## src/assert_macros.svh

```systemverilog
// Assertion macros shared by the positional list store modules.
`ifndef ASSERT_MACROS_SVH
`define ASSERT_MACROS_SVH

// Check a condition at every clock edge outside reset.
`define PLS_ASSERT_ALWAYS(label, clk, rst, cond, msg) \
   label: assert property (@(posedge clk) disable iff (rst) (cond)) \
      else $error(msg);

// Check that a condition holds in the same cycle as its trigger.
`define PLS_ASSERT_IMPLY(label, clk, rst, ante, cons, msg) \
   label: assert property (@(posedge clk) disable iff (rst) (ante) |-> (cons)) \
      else $error(msg);

// Check that a condition holds in the cycle after its trigger.
`define PLS_ASSERT_NEXT(label, clk, rst, ante, cons, msg) \
   label: assert property (@(posedge clk) disable iff (rst) (ante) |=> (cons)) \
      else $error(msg);

`endif

```

## src/pls_pkg.sv

```systemverilog
// Shared constants, codes and controller/datapath interface types.
package pls_pkg;

   // Field widths of the transactions
   localparam int CMD_W       = 2;
   localparam int POS_W       = 6;
   localparam int WORD_W      = 64;
   localparam int LEN_W       = 6;
   localparam int STAT_W      = 2;
   localparam int REQ_TDATA_W = 72;
   localparam int RSP_TDATA_W = 72;
   localparam int REQ_PAD_W   = REQ_TDATA_W - POS_W - WORD_W;
   localparam int RSP_PAD_W   = RSP_TDATA_W - WORD_W - LEN_W;

   // Defaults for the top-level parameters
   localparam int DEPTH_DEF      = 32;
   localparam int DATA_WIDTH_DEF = 64;

   // Command codes
   localparam logic [CMD_W-1:0] CMD_INSERT = 2'd0;
   localparam logic [CMD_W-1:0] CMD_DELETE = 2'd1;
   localparam logic [CMD_W-1:0] CMD_READ   = 2'd2;

   // Status codes
   localparam logic [STAT_W-1:0] ST_OK     = 2'd0;
   localparam logic [STAT_W-1:0] ST_FULL   = 2'd1;
   localparam logic [STAT_W-1:0] ST_EMPTY  = 2'd2;
   localparam logic [STAT_W-1:0] ST_BADPOS = 2'd3;

   // Commands from the controller to the datapath
   typedef struct packed {
      logic capture;    // take the request and its status
      logic idx_init;   // load the shift index
      logic shift_rd;   // read the neighbour of the index slot
      logic shift_wr;   // write the read word into the index slot, step index
      logic place;      // write the new word at its position
      logic get_rd;     // read the word at the requested position
      logic count_inc;
      logic count_dec;
      logic load_rsp;   // load the result register
   } pls_cmd_type;

   // Status from the datapath to the controller
   typedef struct packed {
      logic [CMD_W-1:0]  op;
      logic [STAT_W-1:0] status;
      logic              shift_more;
   } pls_stat_type;

endpackage

```

## src/pls_datapath.sv

```systemverilog
// Datapath: entry memory, list length, shift index and result register.
`include "assert_macros.svh"

module pls_datapath
   import pls_pkg::*;
#(
   parameter int DEPTH      = DEPTH_DEF,
   parameter int DATA_WIDTH = DATA_WIDTH_DEF
) (
   input  logic                   clock,
   input  logic                   reset,
   input  logic [CMD_W-1:0]       req_tuser,   // command
   input  logic [REQ_TDATA_W-1:0] req_tdata,   // position, entry_data
   input  pls_cmd_type            cmd,
   output pls_stat_type           stat,
   output logic [STAT_W-1:0]      rsp_tuser,   // status
   output logic [RSP_TDATA_W-1:0] rsp_tdata    // read_data, list_length
);

   localparam int AW   = $clog2(DEPTH);
   localparam int CW   = $clog2(DEPTH + 1);
   localparam int CMPW = ((CW > POS_W) ? CW : POS_W) + 1;

   logic [DATA_WIDTH-1:0] mem [DEPTH];

   logic [CMD_W-1:0]      op_ff;
   logic [STAT_W-1:0]     status_ff;
   logic [STAT_W-1:0]     status_in;
   logic [AW-1:0]         pos_m1_ff;
   logic [DATA_WIDTH-1:0] data_ff;
   logic [CW-1:0]         count_ff;
   logic [CW-1:0]         count_in;
   logic [AW-1:0]         idx_ff;
   logic [AW-1:0]         idx_in;
   logic [DATA_WIDTH-1:0] rdq_ff;
   logic [STAT_W-1:0]     rsp_status_ff;
   logic [WORD_W-1:0]     rsp_data_ff;
   logic [LEN_W-1:0]      rsp_len_ff;

   logic [CMPW-1:0]       req_pos_ext;
   logic [CMPW-1:0]       req_pos_m1;
   logic [CMPW-1:0]       cnt_ext;
   logic [CMPW-1:0]       idx_ext;
   logic                  is_full;
   logic                  is_empty;
   logic [AW-1:0]         rd_addr;
   logic [AW-1:0]         wr_addr;
   logic [DATA_WIDTH-1:0] wr_data;
   logic                  mem_re;
   logic                  mem_we;

   assign req_pos_ext = CMPW'(req_tdata[POS_W-1:0]);
   assign req_pos_m1  = req_pos_ext - CMPW'(1);
   assign cnt_ext     = CMPW'(count_ff);
   assign idx_ext     = CMPW'(idx_ff);
   assign is_full     = (count_ff == CW'(DEPTH));
   assign is_empty    = (count_ff == '0);

   // Decode the status of an incoming command against the current length
   always_comb begin
      status_in = ST_OK;
      unique case (req_tuser)
         CMD_INSERT: begin
            if (is_full) begin
               status_in = ST_FULL;
            end else if (req_pos_ext == '0 || req_pos_ext > cnt_ext + CMPW'(1)) begin
               status_in = ST_BADPOS;
            end
         end
         CMD_DELETE, CMD_READ: begin
            if (is_empty) begin
               status_in = ST_EMPTY;
            end else if (req_pos_ext == '0 || req_pos_ext > cnt_ext) begin
               status_in = ST_BADPOS;
            end
         end
         default: status_in = ST_BADPOS;
      endcase
   end

   // Hold the accepted transaction
   always_ff @(posedge clock) begin
      if (cmd.capture) begin
         op_ff     <= req_tuser;
         status_ff <= status_in;
         pos_m1_ff <= req_pos_m1[AW-1:0];
         data_ff   <= req_tdata[POS_W +: DATA_WIDTH];
      end
   end

   // Report status and whether shifting is still needed
   always_comb begin
      stat.op     = op_ff;
      stat.status = status_ff;
      if (op_ff == CMD_INSERT) begin
         stat.shift_more = (idx_ff != pos_m1_ff);
      end else begin
         stat.shift_more = (idx_ext + CMPW'(1) < cnt_ext);
      end
   end

   // Advance the shift index: inserts walk down, deletes walk up
   always_comb begin
      idx_in = idx_ff;
      if (cmd.idx_init) begin
         idx_in = (op_ff == CMD_INSERT) ? cnt_ext[AW-1:0] : pos_m1_ff;
      end else if (cmd.shift_wr) begin
         idx_in = (op_ff == CMD_INSERT) ? idx_ff - AW'(1) : idx_ff + AW'(1);
      end
   end

   always_ff @(posedge clock) begin
      idx_ff <= idx_in;
   end

   // Track the list length
   always_comb begin
      count_in = count_ff;
      if (cmd.count_inc) begin
         count_in = count_ff + CW'(1);
      end else if (cmd.count_dec) begin
         count_in = count_ff - CW'(1);
      end
   end

   always_ff @(posedge clock) begin
      if (reset) begin
         count_ff <= '0;
      end else begin
         count_ff <= count_in;
      end
   end

   // Select memory addresses and write data
   always_comb begin
      mem_re  = cmd.shift_rd | cmd.get_rd;
      mem_we  = cmd.shift_wr | cmd.place;
      rd_addr = pos_m1_ff;
      if (cmd.shift_rd) begin
         rd_addr = (op_ff == CMD_INSERT) ? idx_ff - AW'(1) : idx_ff + AW'(1);
      end
      wr_addr = cmd.place ? pos_m1_ff : idx_ff;
      wr_data = cmd.place ? data_ff : rdq_ff;
   end

   // Entry memory with one write port and one registered read port
   always_ff @(posedge clock) begin
      if (mem_we) begin
         mem[wr_addr] <= wr_data;
      end
   end

   always_ff @(posedge clock) begin
      if (mem_re) begin
         rdq_ff <= mem[rd_addr];
      end
   end

   // Load the result transaction
   always_ff @(posedge clock) begin
      if (cmd.load_rsp) begin
         rsp_status_ff <= status_ff;
         rsp_len_ff    <= cnt_ext[LEN_W-1:0];
         if (op_ff == CMD_READ && status_ff == ST_OK) begin
            rsp_data_ff <= WORD_W'(rdq_ff);
         end else begin
            rsp_data_ff <= '0;
         end
      end
   end

   assign rsp_tuser = rsp_status_ff;
   assign rsp_tdata = {{RSP_PAD_W{1'b0}}, rsp_len_ff, rsp_data_ff};

   `PLS_ASSERT_ALWAYS(a_count_bound, clock, reset, count_ff <= CW'(DEPTH),
      "list length exceeds depth")
   `PLS_ASSERT_IMPLY(a_shift_in_range, clock, reset, cmd.shift_wr, idx_ext <= cnt_ext,
      "shift writes beyond the list")

endmodule

```

## src/pls_ctrl.sv

```systemverilog
// Controller: sequences capture, shifting, placement and result hand-off.
`include "assert_macros.svh"

module pls_ctrl
   import pls_pkg::*;
(
   input  logic         clock,
   input  logic         reset,
   input  logic         req_tvalid,
   output logic         req_tready,
   output logic         rsp_tvalid,
   input  logic         rsp_tready,
   input  pls_stat_type stat,
   output pls_cmd_type  cmd
);

   localparam logic [2:0] S_IDLE       = 3'd0;
   localparam logic [2:0] S_DISPATCH   = 3'd1;
   localparam logic [2:0] S_SHIFT_TEST = 3'd2;
   localparam logic [2:0] S_SHIFT_WR   = 3'd3;
   localparam logic [2:0] S_FINISH     = 3'd4;

   logic [2:0] state_ff;
   logic [2:0] state_in;
   logic       rsp_valid_ff;
   logic       rsp_valid_in;
   logic       slot_free;

   assign slot_free  = !rsp_valid_ff || rsp_tready;
   assign req_tready = (state_ff == S_IDLE);
   assign rsp_tvalid = rsp_valid_ff;

   // Next state and datapath commands
   always_comb begin
      state_in = state_ff;
      cmd      = '0;
      unique case (state_ff)
         S_IDLE: begin
            if (req_tvalid) begin
               cmd.capture = 1'b1;
               state_in    = S_DISPATCH;
            end
         end
         S_DISPATCH: begin
            if (stat.status != ST_OK) begin
               state_in = S_FINISH;
            end else if (stat.op == CMD_READ) begin
               cmd.get_rd = 1'b1;
               state_in   = S_FINISH;
            end else begin
               cmd.idx_init = 1'b1;
               state_in     = S_SHIFT_TEST;
            end
         end
         S_SHIFT_TEST: begin
            if (stat.shift_more) begin
               cmd.shift_rd = 1'b1;
               state_in     = S_SHIFT_WR;
            end else if (stat.op == CMD_INSERT) begin
               cmd.place     = 1'b1;
               cmd.count_inc = 1'b1;
               state_in      = S_FINISH;
            end else begin
               cmd.count_dec = 1'b1;
               state_in      = S_FINISH;
            end
         end
         S_SHIFT_WR: begin
            cmd.shift_wr = 1'b1;
            state_in     = S_SHIFT_TEST;
         end
         S_FINISH: begin
            if (slot_free) begin
               cmd.load_rsp = 1'b1;
               state_in     = S_IDLE;
            end
         end
         default: state_in = S_IDLE;
      endcase
   end

   // Hold the result valid until the receiver takes it
   always_comb begin
      rsp_valid_in = rsp_valid_ff;
      if (cmd.load_rsp) begin
         rsp_valid_in = 1'b1;
      end else if (rsp_tready) begin
         rsp_valid_in = 1'b0;
      end
   end

   always_ff @(posedge clock) begin
      if (reset) begin
         state_ff     <= S_IDLE;
         rsp_valid_ff <= 1'b0;
      end else begin
         state_ff     <= state_in;
         rsp_valid_ff <= rsp_valid_in;
      end
   end

   `PLS_ASSERT_IMPLY(a_load_when_free, clock, reset, cmd.load_rsp,
      !rsp_valid_ff || rsp_tready, "result overwritten before it was taken")
   `PLS_ASSERT_NEXT(a_accept_dispatch, clock, reset, req_tvalid && req_tready,
      state_ff == S_DISPATCH, "accepted transaction not dispatched")

endmodule

```

## src/positional_list_store.sv

```systemverilog
// Top level of the positional list store: controller plus datapath.
//
// Ordered list of up to DEPTH words addressed by 1-based position.
// Request channel (req_): tuser carries the command (insert, delete, read),
// tdata the position and the word to insert. Result channel (rsp_): tuser
// carries the status (ok, full, empty, bad position), tdata the read word
// (zero unless a read succeeded) and the list length after the command.
// Every request gives exactly one result, in order.
// Sequence: a request is captured in the idle state and checked in the
// dispatch state. A read or any rejected command then goes to the finish
// state, which loads the result register; the next request is taken only
// after that. An insert at position p into a list of n entries moves n-p+1
// words, a delete moves n-p words; each move is a registered read of the
// neighbour, then a write; the length update and result load follow.
// Reset clears the length and the handshake state; the memory is not
// cleared, as only written entries can ever be read. A stalled receiver
// holds the result register; the next request is still accepted and
// processed, and its result waits until the register frees.
module positional_list_store
   import pls_pkg::*;
#(
   parameter int DEPTH      = DEPTH_DEF,
   parameter int DATA_WIDTH = DATA_WIDTH_DEF
) (
   input  logic                   clock,
   input  logic                   reset,
   input  logic                   req_tvalid,
   output logic                   req_tready,
   input  logic [CMD_W-1:0]       req_tuser,   // [1:0] command
   input  logic [REQ_TDATA_W-1:0] req_tdata,   // [5:0] position, [69:6] entry_data
   output logic                   rsp_tvalid,
   input  logic                   rsp_tready,
   output logic [STAT_W-1:0]      rsp_tuser,   // [1:0] status
   output logic [RSP_TDATA_W-1:0] rsp_tdata    // [63:0] read_data, [69:64] list_length
);

   pls_cmd_type  cmd;
   pls_stat_type stat;

   pls_ctrl u_ctrl (
      .clock      (clock),
      .reset      (reset),
      .req_tvalid (req_tvalid),
      .req_tready (req_tready),
      .rsp_tvalid (rsp_tvalid),
      .rsp_tready (rsp_tready),
      .stat       (stat),
      .cmd        (cmd)
   );

   pls_datapath #(
      .DEPTH      (DEPTH),
      .DATA_WIDTH (DATA_WIDTH)
   ) u_datapath (
      .clock     (clock),
      .reset     (reset),
      .req_tuser (req_tuser),
      .req_tdata (req_tdata),
      .cmd       (cmd),
      .stat      (stat),
      .rsp_tuser (rsp_tuser),
      .rsp_tdata (rsp_tdata)
   );

endmodule
```

## config.mk

```make
export PLATFORM = sky130hd
export DESIGN_NAME = positional_list_store
export DESIGN_NICKNAME = d
export VERILOG_FILES = /design/src/pls_pkg.sv /design/src/pls_datapath.sv /design/src/pls_ctrl.sv /design/src/positional_list_store.sv
export VERILOG_INCLUDE_DIRS = /design/src /design/src/src
export SDC_FILE = /design/constraint.sdc
export NUM_CORES = 2
export LEC_CHECK = 0
export ABC_AREA = 1
export BUFFER_PORTS_ARGS = -buffer_cell sky130_fd_sc_hd__buf_4
export CAP_MARGIN = 5
export CELL_PAD_IN_SITES_DETAIL_PLACEMENT = 1
export CELL_PAD_IN_SITES_GLOBAL_PLACEMENT = 1
export CORE_MARGIN = 2
export CORE_UTILIZATION = 47
export DETAILED_ROUTE_END_ITERATION = 8
export GPL_TIMING_DRIVEN = 0
export PLACE_DENSITY = 0.76
export SLEW_MARGIN = 10
export SYNTH_ARGS = -nofsm -noshare
export SYNTH_HDL_FRONTEND = slang
export SYNTH_SLANG_ARGS = --single-unit
```

## constraint.sdc

```tcl
create_clock -name clock -period 9.1 [get_ports clock]
set_input_delay 1.365 -clock clock [delete_from_list [all_inputs] [get_ports clock]]
set_output_delay 1.365 -clock clock [all_outputs]
set_load 0.01 [all_outputs]
```

[Word-level counts from Yosys, hierarchy flattened]
Memory sizes are Yosys's and may differ from the RTL's. A register that Yosys moved wholly into a read port is not among the register bits.
Index checks and enable logic that the tools add are counted.
Word-level totals
  input bits: 78
  memories kept: 1
  output and inout bits: 76
  memory bits (read-only): 0
  latch bits: 0
  logic and storage cells: 96
  bits in registers: 160
  memory bits (writable): 2048
Cells by class
  muxes and demuxes: 44
  magnitude comparators: 3
  $add $sub $neg: 7
  divide/modulo/power cells: 0
  multiply operators: 0
  bitwise operators: 2
  reduce and logical (&&, ||, !) cells: 17
  shifts and indexed selects: 0
  equal/unequal tests: 11
Memories
  u_datapath.mem: words 32, width 64, rd ports 1, clocked after memory_dff 1, write ports 1, RTL line pls_datapath.sv:24  | logic [DATA_WIDTH-1:0] mem [DEPTH];
Operators by type and width (count)
  $mux W64: 1
  $mux W5: 6
  $mux W1: 22
  $mux W3: 5
  $pmux W3 S5: 1
  $mux W2: 6
  $mux W6: 2
  $sub A5 B1 Y5 const B: 2
  $reduce_bool A2 Y1: 4
  $add A6 B1 Y7 const B: 1
  $gt A6 B7 Y1: 1
  $logic_not A7 Y1: 1
  $lt A7 B6 Y1: 1
  $add A5 B1 Y6 const B: 1
  $add A6 B1 Y6 const B: 1
  $eq A3 B2 Y1 const B: 2
  $eq A6 B6 Y1 const B: 1
  $gt A6 B6 Y1: 1
  $logic_not A2 Y1: 3
  $logic_not A6 Y1: 1
  $sub A6 B1 Y6 const B: 1
  $add A5 B1 Y5 const B: 1
  $ne A5 B5 Y1: 1
  $eq A2 B2 Y1 const B: 2
  13 further kinds: 16

[Longest topological paths before layout]
  depth after elaboration: 8
  mapped depth: 23
  depth with buffers taken out: 19

[Hierarchy]
Synthesis repeated with hierarchy kept, for this count alone.
Second synthesis, totals
  cell total of the unflattened synthesis: 9664
  area, all modules: 99784.5 um^2
By module, submodules not included
  pls_datapath: seq. area each 68045.3 um^2, instances 1, cells an instance 9610, area each 99485.4 um^2
  pls_ctrl: seq. area each 80.1 um^2, instances 1, cells an instance 54, area each 299.0 um^2

[Worst setup path before layout]
Ideal clock, no wire load.
  path kind: input to register
  from: input port rsp_tready
  to: register u_datapath.rsp_data_ff[0], enable pin
  setup slack: 206 ps
  path buffers: 0
  setup time: 679 ps
  arrival time: 8215 ps
  cell stages on the path: 2
  data required time: 8421 ps
  path through: nor2_1 nor4_1
RTL lines
  start, declared: RTL line positional_list_store.sv:32  | input logic rsp_tready,
  end signal, assigned: RTL line pls_datapath.sv:165  | rsp_data_ff <= WORD_W'(rdq_ff);
  end, declared: RTL line pls_datapath.sv:37  | logic [WORD_W-1:0] rsp_data_ff;

[Worst setup path after layout]
  from: register u_datapath.idx_ff[1]
  to: register u_datapath.rdq_ff[17] (read register of u_datapath.mem), data pin
Between the ends
  word-level cells in the longest chain between the ends: 6
  elaborated cells between the ends (all ways): 11
  classes of those cells: add/sub: 3; order compare: 1; eq/ne: 1; mux: 5; bitwise: 1
RTL lines
  start, declared: RTL line pls_datapath.sv:33  | logic [AW-1:0] idx_ff;
  start signal, assigned: RTL line pls_datapath.sv:113  | idx_ff <= idx_in;
  $add A5 B1 Y6: RTL line pls_datapath.sv:98  | stat.shift_more = (idx_ext + CMPW'(1) < cnt_ext);
  $lt A7 B6 Y1: RTL line pls_datapath.sv:98
  $mux W1: RTL line pls_datapath.sv:95  | if (op_ff == CMD_INSERT) begin
  $mux W1: RTL line pls_ctrl.sv:56  | if (stat.shift_more) begin
  $mux W1: RTL line pls_ctrl.sv:37  | unique case (state_ff)
  $mux W5 / $or A1 B1 Y1 (equally long branches): RTL line pls_datapath.sv:139, pls_datapath.sv:136
  end, declared: RTL line pls_datapath.sv:35  | logic [DATA_WIDTH-1:0] rdq_ff;
Several ways; a longest one is shown, not always the timed one.
A chain may end at the register's enable or synchronous reset.

==> results.md <==
* Status: complete, no violations
* # hold bufs at CTS at 0
* Main area contributors after synthesis: edfxtp_1, nand3_1, nand2_1
* Clock share of power at between 30% and 40%
* CTS tree: done
* Starting Density at about 47%
* Post-route minimum period at approximately 5.7 ns
* Sequential share of the synthesized area at approximately three quarters
* Area Overhead vs Synth at 17.69%
* Hold Violations, Final at 0
* Clk sinks at roughly 2300
* Final Non-Filler Cells at approximately 11000
* First-pass GRT wire length at roughly 540 mm
* Clock Latency Late Sink at approximately 0.90 ns
* Avg Vias per Cell at 6.474
* Num CTS Buffers at between 200 and 250
* P_int at roughly 17 mW
* Crit path required time at ~9.7 ns
* Gr ovfl total at 0
* # DRC at 0
* DIE AREA at 0.2001 mm^2
* I/O Buffers at roughly 150
* CTS max path bufs at 3
* Placed instance count at between 10000 and 15000
* H-tree depth at 4
* Wire length after detailed routing at roughly 400 mm
* Hold Path Stages at 0
* P per Cell Area at approximately 220 mW/mm^2
* CP arrival at ~6.3 ns
* Yosys warning total at 0
* RSZ-0062 raised after global routing: no
* Slew Viols, Final at 0
* Final nets at ~8400
* Num rows at about 160
* Place WS at about 3.9 ns
* DRT Pass-1 Iters at 6
* Post-synth ARST share at 0%
* Setup skew after layout at about 0.04 ns
* Worst-path clk slew at around 0.06 ns
* Die width at between 400 and 500 um
* R2R depth at 17
* Sw frac at 28.35%
* Vias at approximately 72000
* Min Hold Slack at approximately 0.45 ns
* Core area at 0.1952 mm^2
* Largest net degree at the start of global routing at 33
* Filler cells at roughly 20000
* Final Cycle Share at 62.46%
* RePlAce Congestion at 0.9226
* Netlist Area Pre-Place at slightly above 0.09 mm^2
* Leak at around 40 nW
* Gate Count Post-Synth at roughly 7700
* Chip Height at between 400 and 500 um
* Fmax at 175.9 MHz
* Initial antenna violation count at 15
* Hpwl dp at roughly 270 mm
* Post-synth top flop: edfxtp_1
* Worst Hold Class: flip-flop to flip-flop
* Antenna-violating nets left at 0
* Syn_area_per_cell at ~12 um^2
* Synth top area share at 73.54%
* Crit path launch type: flip-flop
* DR iter-0 viols at between 10000 and 15000
* # resized after CTS at 0
* Setup TNS at 0 ns
* Layout Utilization at a little under three fifths
* Worst rel slew slack at under 10%
* Seq pwr share at a little under 50%
* I/O pins at ~150
* Worst setup EP type: flip-flop
* Crit Path Category: flip-flop to flip-flop
* Final setup fails at 0
* Post-synth EDFFs at roughly 2300
* Worst vdd rail ir drop at 205.9 uV
* Register bit count reported by yosys at ~2300
* WL per Instance at about 35 um
* Combinational share of power at a little over an eighth
* Setup ws final at ~3.4 ns
* CP max FO at 12
* Worst slew pin tran at approximately 1.5 ns
* Post-CTS Setup Bufs at 0
* Vias in the first global route at 73349
* All-layer global routing usage at between 30 and 40%
* CTS Root Cell: clkbuf_16
* P_sw at ~6.8 mW
* Max Cap Viol at 0
* Synth cell types at 36
* Synth area leader: edfxtp_1
* Layout cells sized above 1 at between 10% and 20%
==> worst max-delay path, stage by stage (launching register included) <==
cell,delay [ns]
edfxtp_1,0.60
ha_1,0.29
nand3_1,0.10
xor2_1,0.15
ha_1,0.30
nand2_1,0.08
nand2_1,0.06
a21oi_1,0.12
nand2_1,0.08
nand2_2,0.13
nand3_4,0.12
buf_6,0.19
o21ai_0,0.90
buf_2,0.72
buf_1,0.64
nand3_1,0.36
nand3_1,0.40
nand2_1,0.14
==> flip-flops by register name (all words and copies together), names as in the netlist, 3 cells and up <==
name and cells:
u_datapath.pos_m1_ff 5, u_datapath.rsp_data_ff 64, u_datapath.rdq_ff 64, u_datapath.data_ff 64, u_datapath.count_ff 6, u_datapath.idx_ff 5, u_ctrl.state_ff 3, u_datapath.rsp_len_ff 6
u_datapath.mem 2048
==> worst paths after layout <==
path / from / endpoint / slack, ns
setup reg to reg: u_datapath.idx_ff[1] / u_datapath.rdq_ff[17] / 3.42
hold reg to reg: u_datapath.status_ff[1] / u_datapath.rsp_tuser[1] / 0.45
setup / recovery: u_datapath.idx_ff[1] / u_datapath.rdq_ff[17] / 3.42
hold / removal: u_datapath.status_ff[1] / u_datapath.rsp_tuser[1] / 0.45
==> cells in the mapped netlist, drive strengths merged (2+ instances only) <==
cell type  instances
dfxtp             10
a21oi             17
clkbuf            64
nand3           2034
o21ai             90
and3               2
ha                30
inv              488
nor3               7
nand4              5
a211oi             2
xnor2              6
xor2              10
a31oi              2
nand3b            11
fa                 2
o211ai             4
nor2             113
buf              413
edfxtp          2262
nand2           2165
==> cell usage in the layout (no fill, tap or decap), types with 42 or more instances in the layout <==
cell type	instances
edfxtp_1	2262
nand2_1	2162
nand3_1	2032
inv_1	481
buf_2	368
clkbuf_16	234
buf_4	173
buf_12	125
clkbuf_1	119
nor2_1	79
clkinv_1	69
o21ai_4	42
buf_16	42
==> final cells by class <==
type / count / area [um^2] / area share [%]
sequential: 2272 / 68130 / 62.67
multi-input combinational: 4505 / 20920 / 19.25
clock buffer: 295 / 6085 / 5.597
timing repair buffer: 353 / 5239 / 4.819
tap: 2624 / 3283 / 3.020
buffer: 477 / 2312 / 2.127
inverter: 488 / 1832 / 1.685
clock inverter: 124 / 845.8 / 0.7781
antenna: 23 / 57.56 / 0.05295
==> metal layers <==
metal / global-route usage (%) / vias to the layer above / part of all wire (%)
li1: - / 28309 / -
met1: 50.91 / 36053 / 35
met2: 56.80 / 6409 / 43
met3: 9.754 / 1471 / 14
met4: 28.01 / 13 / 8.5
met5: 0.4884 / - / 0.050
==> metrics by stage <==
stage          total power, mW  cell area, um^2
4_1_cts                  23.66           108600
5_1_grt                  24.26           108700
3_3_place_gp             14.65            96770
2_1_floorplan            13.29            92370
6_report                 23.90           108700
3_5_place_dp             14.81           101700
==> cell families (layout without fill, tap and decap cells) <==
logic type,Yosys count,count (layout),synth area share [%]
buffers and inverters,965,1737,4.477
AND/OR/NAND/NOR,4339,4339,20.50
XOR/XNOR,16,16,0.1517
AO/OA/AOI/OAI,116,116,0.6597
other,1,25,0.004060
adder cells (fa/ha/maj),32,32,0.4497
flip-flops,2272,2272,73.76
==> power by group through the flow <==
stage          Clock (mW)  Sequential, mW  Combinational, mW
3_3_place_gp            0            11.8               2.83
4_1_cts              9.02            11.6               3.08
5_1_grt              9.40            11.6               3.30
2_1_floorplan           0            11.8               1.50
3_5_place_dp            0            11.8               3.03
6_report             9.09            11.6               3.25
(Power assumes the default switching activity.)
